**config.mk**
```make
export PLATFORM = sky130hd
export DESIGN_NAME = pknn_cell
export DESIGN_NICKNAME = d
export VERILOG_FILES = /design/src/design/pknn_pkg.sv /design/src/design/pknn_cell.sv
export SDC_FILE = /design/constraint.sdc
export NUM_CORES = 1
export LEC_CHECK = 0
export BUFFER_PORTS_ARGS = -buffer_cell sky130_fd_sc_hd__buf_4
export CAP_MARGIN = 30
export CORE_UTILIZATION = 41
export CTS_CLUSTER_SIZE = 25
export DETAILED_ROUTE_END_ITERATION = 10
export GPL_TIMING_DRIVEN = 0
export PLACE_DENSITY = 0.76
export SLEW_MARGIN = 30
export SYNTH_ARGS = -nofsm -noshare
export SYNTH_HDL_FRONTEND = slang
export SYNTH_SLANG_ARGS = --single-unit
```
**constraint.sdc**
```tcl
create_clock -name clk -period 5.3 [get_ports clk]
set_input_delay 0.265 -clock clk [delete_from_list [all_inputs] [get_ports clk]]
set_output_delay 0.265 -clock clk [all_outputs]
set_load 0.01 [all_outputs]
```
**src/design/pknn_pkg.sv**
```systemverilog
// Package for the k-nearest frame selector: widths, register codes and shared types.
// It depends on nothing; every other design file uses it.

package pknn_pkg;

    localparam int INDEX_BITS     = 8;
    localparam int NCOUNT_BITS    = 5;
    localparam int COORD_BITS     = 24;
    localparam int MAG_W          = COORD_BITS + 1;
    localparam int SQ_W           = 2 * MAG_W;
    localparam int SUM_W          = SQ_W + 2;
    localparam int DIST_BITS      = 50;
    localparam int CFG_INDEX_BITS = 3;
    localparam int CFG_DATA_BITS  = 24;
    localparam int IN_DATA_BITS   = 80;
    localparam int OUT_DATA_BITS  = 64;
    localparam int MAX_K_DEFAULT  = 16;

    typedef enum logic [CFG_INDEX_BITS-1:0] {
        CFG_SELF_INDEX      = 3'd0,
        CFG_NEIGHBOUR_COUNT = 3'd1,
        CFG_SELF_X          = 3'd2,
        CFG_SELF_Y          = 3'd3,
        CFG_SELF_Z          = 3'd4
    } cfg_reg_t;

    typedef enum logic {
        ST_COLLECT,
        ST_DRAIN
    } state_t;

    typedef struct packed {
        logic [DIST_BITS-1:0]  distance;
        logic [INDEX_BITS-1:0] frame;
    } entry_t;

    typedef struct packed {
        logic   valid;
        logic   skip;
        logic   last;
        entry_t entry;
    } cand_t;

    typedef struct packed {
        logic insert;
        logic shift;
    } cell_ctrl_t;

endpackage

```
**src/design/pknn_cell.sv**
```systemverilog
// One cell of the sorted list: holds one entry, compares it with the candidate
// and takes the candidate, its upper neighbor's entry or its lower neighbor's entry.
// Depends on pknn_pkg.

module pknn_cell
(
    input  logic                 clk,
    input  pknn_pkg::cell_ctrl_t ctrl,
    input  pknn_pkg::entry_t     cand,
    input  logic                 occupied,
    input  logic                 prev_ahead,
    input  pknn_pkg::entry_t     prev_entry,
    input  pknn_pkg::entry_t     next_entry,
    output pknn_pkg::entry_t     entry,
    output logic                 ahead
);

    pknn_pkg::entry_t entry_reg, entry_next;

    always_comb
    begin
        ahead = !occupied ||
                ({cand.distance, cand.frame} < {entry_reg.distance, entry_reg.frame});
        entry_next = entry_reg;
        if (ctrl.shift)
        begin
            entry_next = next_entry;
        end
        else if (ctrl.insert)
        begin
            if (prev_ahead)
            begin
                entry_next = prev_entry;
            end
            else if (ahead)
            begin
                entry_next = cand;
            end
        end
    end

    always_ff @(posedge clk)
    begin
        entry_reg <= entry_next;
    end

    assign entry = entry_reg;

endmodule

```
==> metrics <==
worst clock skew 0.0129 ns; top cell type's share of synthesized area 39.9%; GRT Total Usage 24.1%; CP max-delay cell edfxtp_1; largest net degree at the start of global routing 47; Post-route DRC 0; Die Span X 105 µm; # rows 37; ys flop type edfxtp_1; Post-Syn Area 0.00437 mm²; family with the most delay on the worst path compound AO/OA/AOI/OAI gates; vias in the first global route 4,382; Hold-fix buffers, CTS 0; buffers and inverters on the worst path 2; Core Area 0.0103 mm²; Starting Density 42.3%; PostCTS Resize Cnt 0; crit start category flip-flop; nature of the critical path endpoint flip-flop; Worst path max stage delay 0.40 ns; status complete, no violations; First DRT Iteration DRCs 238; WP data arrival 2.99 ns; Worst Path Required 5.31 ns; cell mode on critical path a221oi_1; Final ANT Viol Nets 0; CTS tree yes; final design utilization 63.7%; Max Freq 336 MHz; routed vias/inst 5.10; Nets 944; layout cells sized above 1 36.2%; post-DP HPWL 10,500 µm; htree depth 3; die area 0.0111 mm²; Tcrit/Tclk final 56.2%; Die H 105 µm; io pins 238; Final Wtd Congestion 0.867; Clock transition at path regs 0.08 ns; Async SR Flop Fraction 0%; critical path class reg2reg; FF+latch count, synth 58; Via Count 4,328; Synth top cells by count nand2_1 (76), o21ai_0 (69), edfxtp_1 (58), inv_1 (58), mux2i_1 (58); minimum clock period 2.98 ns; number of flops mapped to enable cells by yosys 58; sequential-to-total area share from yosys stat 39.9%; PortBufs 235; postcts setup bufs 0; first-pass GRT wire length 20,900 µm; CTS Buf Count 9; unrepaired setup endpoints after global routing no; fin. max-slew vios 0; final setup vio count 0; worst-path fanout max 46; router iterations before antenna repair 4; clock sink count 58; maxcap violations 0; grt ovf 0; LEAKAGE 3.33 nW; Hold Crit Class in2reg; clock latency on the worst-skew pair 0.34 ns; syn_nets 697; Synth area leaders edfxtp_1 (40%), ha_1 (16%), mux2i_1 (13%); initial antenna violation count 0; Max clock buf depth 2; Root Driver clkbuf_8; Yosys top cell by area edfxtp_1; Worst Tran Pin Value 0.673 ns; sum of negative setup slack 0 ns; max_slew headroom 55.1%; Area Growth Syn to Fin 50.4%; Routed WL 13,200 µm; antenna cells 0; max reg flops 58; count leader, synth nand2_1; critical path cell sequence inv_1 > ha_1 > a21oi_1 > o21ai_0 > a221oi_1 > o2111ai_1 > a221oi_1 > o22a_4 > buf_16; Peak VDD IR 163 µV; total power 1.56 mW; unique cell type count in the Yosys netlist 27; power per cell area 237 mW/mm²; synthesized instance count 461; synth warn 0; Mapped Avg Cell Area 9.48 µm²; WL per Instance 15.5 µm; filler instances 883; Hold Vio Cnt, Final 0
==> cell families after synthesis <==
| logic type | Yosys count | share of synthesized area [%] |
|---|---|---|
| mux | 58 | 13.3 |
| simple gates | 105 | 10.6 |
| compound gates | 105 | 13.1 |
| flops | 58 | 39.9 |
| fa+ha+maj | 57 | 16.3 |
| buf+inv | 78 | 6.84 |
==> where the power goes <==
part	switching, mW	total [mW]	leakage (nW)	internal, mW
registers	0.0258	0.593	0.598	0.567
logic	0.223	0.468	2.62	0.245
clock network	0.189	0.498	0.112	0.310
total	0.437	1.56	3.33	1.12
==> per-layer routing <==
metal	part of all wire, %	track usage (%)	vias to the layer above
li1	-	-	2138
met1	39	28.2	1981
met2	51	42.6	184
met3	7.3	5.07	25
met4	2.4	9.86	0
met5	0	0	-
==> tightest hold or removal path: stages <==
cell	delay [ns]
buf_4	0.07
nand2_1	0.04
o21ai_0	0.06
==> layout by cell type (no fill, tap or decap), types with 2 or more instances in the layout <==
cell,instances
nand2b_1,4
a21o_1,3
buf_2,5
clkinv_1,2
nor2_1,5
a211oi_1,3
buf_4,235
o21ai_0,69
o211ai_1,2
nand4_1,6
clkbuf_8,9
edfxtp_1,58
nand2_1,76
a21oi_1,21
a221oi_1,4
inv_1,58
ha_1,57
nor3_1,3
bufinv_16,3
clkbuf_1,15
and4_1,3
mux2i_1,58
nand3_1,4
==> final timing paths <==
path | cells past startpoint | to | startpoint | slack, ns
max | 9 | entry[43] | entry[37] | 2.32
min | 3 | entry[47] | next_entry[47] | 0.21
max reg2reg | 9 | entry[43] | entry[37] | 2.32
min reg2reg | 6 | entry[8] | entry[33] | 1.36
==> stage by stage <==
stage | std cells | setup slack (ns) | area [µm²] | hold slack, ns
5_1_grt | 849 | 2.04 | 6570 | 0.196
6_report | 849 | 2.32 | 6570 | 0.206
3_3_place_gp | 832 | 0.808 | 6300 | 0.542
3_5_place_dp | 833 | 2.30 | 6340 | 0.550
2_1_floorplan | 461 | 1.87 | 4370 | 0.452
4_1_cts | 849 | 2.27 | 6570 | 0.189
==> cell type report <==
| cell class | count | area (µm²) | share of cell area [%] |
|---|---|---|---|
| Multi-Input combinational cell | 325 | 2340 | 35.6 |
| Buffer | 20 | 81.3 | 1.24 |
| Inverter | 58 | 218 | 3.31 |
| Sequential cell | 58 | 1740 | 26.5 |
| Timing Repair Buffer | 236 | 1790 | 27.3 |
| Tap cell | 136 | 170 | 2.59 |
| Clock buffer | 10 | 128 | 1.94 |
| Clock inverter | 6 | 105 | 1.60 |
(Power assumes the default switching activity.)
