--- config.mk ---
export PLATFORM = sky130hd
export DESIGN_NAME = pknn_dist
export DESIGN_NICKNAME = d
export VERILOG_FILES = /design/src/design/pknn_pkg.sv /design/src/design/pknn_dist.sv
export SDC_FILE = /design/constraint.sdc
export NUM_CORES = 2
export LEC_CHECK = 0
export BUFFER_PORTS_ARGS = -buffer_cell sky130_fd_sc_hd__buf_4
export CORE_ASPECT_RATIO = 0.6
export CORE_UTILIZATION = 55
export CTS_CLUSTER_SIZE = 30
export DETAILED_ROUTE_END_ITERATION = 16
export PLACE_DENSITY = 0.69
export SLEW_MARGIN = 20
export SYNTH_ARGS = -nofsm -noshare
export SYNTH_HDL_FRONTEND = slang
export SYNTH_SLANG_ARGS = --single-unit
export TNS_END_PERCENT = 20
--- constraint.sdc ---
create_clock -name clk -period 22.5 [get_ports clk]
set_clock_uncertainty 0.05 [all_clocks]
set_input_delay 1.125 -clock clk [delete_from_list [all_inputs] [get_ports clk]]
set_output_delay 1.125 -clock clk [all_outputs]
set_load 0.005 [all_outputs]
--- src/design/pknn_pkg.sv ---
// Package for the k-nearest frame selector: widths, register codes and shared types.
// It depends on nothing; every other design file uses it.

package pknn_pkg;

    localparam int INDEX_BITS     = 8;
    localparam int NCOUNT_BITS    = 5;
    localparam int COORD_BITS     = 24;
    localparam int MAG_W          = COORD_BITS + 1;
    localparam int SQ_W           = 2 * MAG_W;
    localparam int SUM_W          = SQ_W + 2;
    localparam int DIST_BITS      = 50;
    localparam int CFG_INDEX_BITS = 3;
    localparam int CFG_DATA_BITS  = 24;
    localparam int IN_DATA_BITS   = 80;
    localparam int OUT_DATA_BITS  = 64;
    localparam int MAX_K_DEFAULT  = 16;

    typedef enum logic [CFG_INDEX_BITS-1:0] {
        CFG_SELF_INDEX      = 3'd0,
        CFG_NEIGHBOUR_COUNT = 3'd1,
        CFG_SELF_X          = 3'd2,
        CFG_SELF_Y          = 3'd3,
        CFG_SELF_Z          = 3'd4
    } cfg_reg_t;

    typedef enum logic {
        ST_COLLECT,
        ST_DRAIN
    } state_t;

    typedef struct packed {
        logic [DIST_BITS-1:0]  distance;
        logic [INDEX_BITS-1:0] frame;
    } entry_t;

    typedef struct packed {
        logic   valid;
        logic   skip;
        logic   last;
        entry_t entry;
    } cand_t;

    typedef struct packed {
        logic insert;
        logic shift;
    } cell_ctrl_t;

endpackage

--- src/design/pknn_dist.sv ---
// Three-stage squared-distance pipeline: differences, squares, saturating sum.
// Depends on pknn_pkg.

module pknn_dist
(
    input  logic                                      clk,
    input  logic                                      rst_n,
    input  logic                                      in_valid,
    input  logic                                      in_skip,
    input  logic                                      in_last,
    input  logic        [pknn_pkg::INDEX_BITS-1:0]    in_frame,
    input  logic signed [pknn_pkg::COORD_BITS-1:0]    pos_x,
    input  logic signed [pknn_pkg::COORD_BITS-1:0]    pos_y,
    input  logic signed [pknn_pkg::COORD_BITS-1:0]    pos_z,
    input  logic signed [pknn_pkg::COORD_BITS-1:0]    self_x,
    input  logic signed [pknn_pkg::COORD_BITS-1:0]    self_y,
    input  logic signed [pknn_pkg::COORD_BITS-1:0]    self_z,
    output pknn_pkg::cand_t                           cand
);

    localparam int CB = pknn_pkg::COORD_BITS;
    localparam int MW = pknn_pkg::MAG_W;
    localparam int QW = pknn_pkg::SQ_W;
    localparam int SW = pknn_pkg::SUM_W;
    localparam int DB = pknn_pkg::DIST_BITS;

    typedef struct packed {
        logic                            skip;
        logic                            last;
        logic [pknn_pkg::INDEX_BITS-1:0] frame;
    } meta_t;

    logic            v1_reg, v1_next, v2_reg, v3_reg;
    meta_t           m1_reg, m1_next, m2_reg, m3_reg;
    logic [MW-1:0]   mag_x_reg, mag_y_reg, mag_z_reg;
    logic [MW-1:0]   mag_x_next, mag_y_next, mag_z_next;
    logic [QW-1:0]   sq_x_reg, sq_y_reg, sq_z_reg;
    logic [QW-1:0]   sq_x_next, sq_y_next, sq_z_next;
    logic [DB-1:0]   dist_reg, dist_next;
    logic signed [MW-1:0] dx, dy, dz;
    logic [SW-1:0]   sum;

    always_comb
    begin
        v1_next = in_valid;
        m1_next = '{skip: in_skip, last: in_last, frame: in_frame};
        dx = {self_x[CB-1], self_x} - {pos_x[CB-1], pos_x};
        dy = {self_y[CB-1], self_y} - {pos_y[CB-1], pos_y};
        dz = {self_z[CB-1], self_z} - {pos_z[CB-1], pos_z};
        mag_x_next = dx[MW-1] ? MW'(-dx) : MW'(dx);
        mag_y_next = dy[MW-1] ? MW'(-dy) : MW'(dy);
        mag_z_next = dz[MW-1] ? MW'(-dz) : MW'(dz);
        sq_x_next = QW'(mag_x_reg) * QW'(mag_x_reg);
        sq_y_next = QW'(mag_y_reg) * QW'(mag_y_reg);
        sq_z_next = QW'(mag_z_reg) * QW'(mag_z_reg);
        sum = SW'(sq_x_reg) + SW'(sq_y_reg) + SW'(sq_z_reg);
        if (|sum[SW-1:DB])
        begin
            dist_next = '1;
        end
        else
        begin
            dist_next = sum[DB-1:0];
        end
    end

    always_ff @(posedge clk or negedge rst_n)
    begin
        if (!rst_n)
        begin
            v1_reg <= 1'b0;
            v2_reg <= 1'b0;
            v3_reg <= 1'b0;
        end
        else
        begin
            v1_reg <= v1_next;
            v2_reg <= v1_reg;
            v3_reg <= v2_reg;
        end
    end

    always_ff @(posedge clk)
    begin
        m1_reg    <= m1_next;
        m2_reg    <= m1_reg;
        m3_reg    <= m2_reg;
        mag_x_reg <= mag_x_next;
        mag_y_reg <= mag_y_next;
        mag_z_reg <= mag_z_next;
        sq_x_reg  <= sq_x_next;
        sq_y_reg  <= sq_y_next;
        sq_z_reg  <= sq_z_next;
        dist_reg  <= dist_next;
    end

    assign cand = '{valid: v3_reg, skip: m3_reg.skip, last: m3_reg.last,
                    entry: '{distance: dist_reg, frame: m3_reg.frame}};

endmodule

==> impl_metrics.py <==
metrics = {
    "synth": {
        "async_flop_share_pct": 0.984,
        "synth_warnings": 0,
        "post_syn_area_sq_um": 68600,
        "yosys_register_bits": 305,
        "post_synth.cell_area_avg_sq_um": 9.10,
        "post-synth-top-area-fraction_pct": 42.4,
        "yosys.area.top_type": "fa_1",
        "ys_seq_area_share_pct": 8.92,
        "synth_edf_count": 0,
        "ys_types": 88,
        "ys_top_cells_by_area": "fa_1 (42%), ha_1 (13%), inv_1 (11%)",
        "synth_cells": 7540,
        "synth_flop_cell": "dfxtp_1",
    },
    "die": {
        "die_width_um": 458,
        "rows": 99,
        "floorplan_core_area_sq_um": 123000,
        "die_height_um": 276,
        "design.die.area_sq_um": 126000,
        "num_io_pins": 218,
        "initial_utilization_pct": 55.9,
    },
    "cts": {
        "cts_repair_resize_count": 0,
        "postCtsHoldBufs": 0,
        "post_cts_buffers": 0,
        "clk_pin_slew_worst_paths_ns": 0.07,
        "cts-root-buf": "clkbuf_16",
        "cts_sinks": 305,
        "h-tree-depth": 2,
        "cts_tree": "yes",
        "cts_buffer_depth": 3,
        "clock_latency_ns": 0.61,
        "cts_buffers": 35,
    },
    "placed_design": {
        "post-dp-hpwl_mm": 153,
        "placement.io_buffers": 217,
        "place_congestion": 0.986,
        "place_area_sq_um": 72000,
    },
    "detailed_routing": {
        "drtIter0Drc": 3694,
        "first_pass_iters": 6,
        "routedWlPerCell_um": 19.6,
        "drt-total-wl_mm": 182,
        "via_per_inst": 5.33,
        "drt_drc_violations_left": 0,
        "num_vias": 49600,
        "detail-route-antenna-nets": 0,
    },
    "worst_setup_path": {
        "regToRegStartpoint": "mag_x_reg[9]",
        "worst-endpoint-arrival_ns": 9.13,
        "timing.critical_path.slowest_stage_cell": "dfxtp_1",
        "crit_top_cell": "fa_1",
        "critical_path.n_buffers_inverters": 7,
        "critPathTopFamily": "adder cells",
        "timing.critical_path.from_type": "register",
        "critPathMaxFanout": 18,
        "max_stage_delay_ns": 0.82,
        "worst_setup_path_end_kind": "register",
        "worstPathRequired_ns": 22.93,
        "critical_path.startpoint": "mag_x_reg[9]",
        "crit_type": "reg -> reg",
    },
    "sta": {
        "max-slew-margin-rel_pct": 24.6,
        "grt_setup_unrepaired": "no",
        "hold_fails_final_rpt": 0,
        "min_period_ns": 8.70,
        "setup-violations-final": 0,
        "fin_tns_setup_ns": 0,
        "drv_slew": 0,
        "fmax_mhz": 115,
        "worst_pin_slew_ns": 1.13,
        "min_period_over_period_pct": 38.7,
    },
    "grt": {
        "grt_first_pass_wirelength_mm": 292,
        "grt_max_degree": 51,
        "globalRoute.totalOverflow": 0,
        "first_global_vias": 52400,
        "grt_usage_pct": 30.0,
        "grt_antenna_before_repair": 4,
    },
    "final_layout": {
        "final_nets": 9949,
        "largest_reg_flops": 50,
        "layout.cells.most_common_list": "inv_1 (2099), fa_1 (1452), ha_1 (686)",
        "finalCoreUtilization_pct": 59.7,
        "layout_commonest_cell": "inv_1",
        "area.growth.synth_to_final_pct": 6.68,
        "fraction_of_layout_instances_using_a_drive_strength_above_1_pct": 5.20,
        "fin_area_sq_um": 73200,
    },
    "run_status": {
        "run_status": "finished clean",
    },
    "flow_run": {
        "maxCapViolCount": 0,
    },
    "hold_path": {
        "hold_path.class": "in -> async",
    },
}
## Yosys cell counts (65+ instances only)
library cell	instances
nor2_1	248
clkbuf_1	194
inv_1	2099
dfxtp_1	302
nand3_1	65
xnor2_1	218
a21oi_1	262
o21ai_0	145
and2_1	372
fa_1	1452
a21o_1	140
ha_1	686
nand2_1	657
xor2_1	119
## metal layers
metal / track usage [%] / share of wire [%] / routed length (um)
met4: 4.15 / 1.4 / 2590
met3: 10.9 / 13 / 22800
met1: 46.3 / 48 / 86500
met2: 40.6 / 38 / 69900
met5: 0 / 0.0099 / 18
## through the flow
stage               worst slack, ns  hold WS, ns  instances
CTS                           13.84        0.232       9296
floorplan                     15.22        0.260       7542
detailed placement            13.87        0.262       9233
global placement              14.14        0.260       9233
global route                  13.30        0.245       9296
finish                        13.80        0.267       9297
## cell type report
cell class	count	area (sq um)
fillers	10700	49400
flip-flops and latches	305	6120
inverters	2104	7900
clock buffers	41	918
diodes	1	2.50
multi-input cells	4923	53800
clock inverters	22	303
well taps	1616	2020
repair buffers	285	2140
## worst paths after layout
check	depth (start not counted)	slack (ns)	end
worst max-delay path	27	13.80	sq_x_reg[49]
worst min-delay path	1	0.27	v3_reg
worst max register to register	27	13.80	sq_x_reg[49]
worst min register to register	0	0.28	cand[0]
max in group asynchronous	1	22.04	v2_reg
min in group clk	0	0.28	cand[0]
## kinds of logic (layout without fill, tap and decap cells)
family / Yosys count / after routing / share of synthesized area [%]
AO/OA/AOI/OAI: 828 / 828 / 7.74
XOR/XNOR: 337 / 337 / 4.30
adder cells (fa/ha/maj): 2138 / 2138 / 54.9
buffers and inverters: 2314 / 2452 / 12.7
flip-flops: 305 / 305 / 8.92
multiplexers: 10 / 10 / 0.159
other: 1 / 4 / 0.00547
AND/OR/NAND/NOR: 1607 / 1607 / 11.3
## worst register-to-register path: stages, from the launching register on
cell and delay (ns):
dfxtp_1 0.82, clkinv_1 0.63, nor2_1 0.35, inv_1 0.10
fa_1 0.49, fa_1 0.55, inv_1 0.05, fa_1 0.49
inv_1 0.06, fa_1 0.54, inv_1 0.05, fa_1 0.45
fa_1 0.50, inv_1 0.05, fa_1 0.61, inv_1 0.08
ha_1 0.36, a21oi_1 0.17, o21ai_0 0.13, a21oi_1 0.13
o21ai_0 0.09, a221oi_1 0.60, nor3_1 0.17, nor2_1 0.25
o21ai_0 0.24, a221oi_1 0.32, o21bai_1 0.11, xnor2_1 0.12
Power is not shown: default switching activity piles up to over one toggle a cycle in this logic, so the estimate is an artifact.
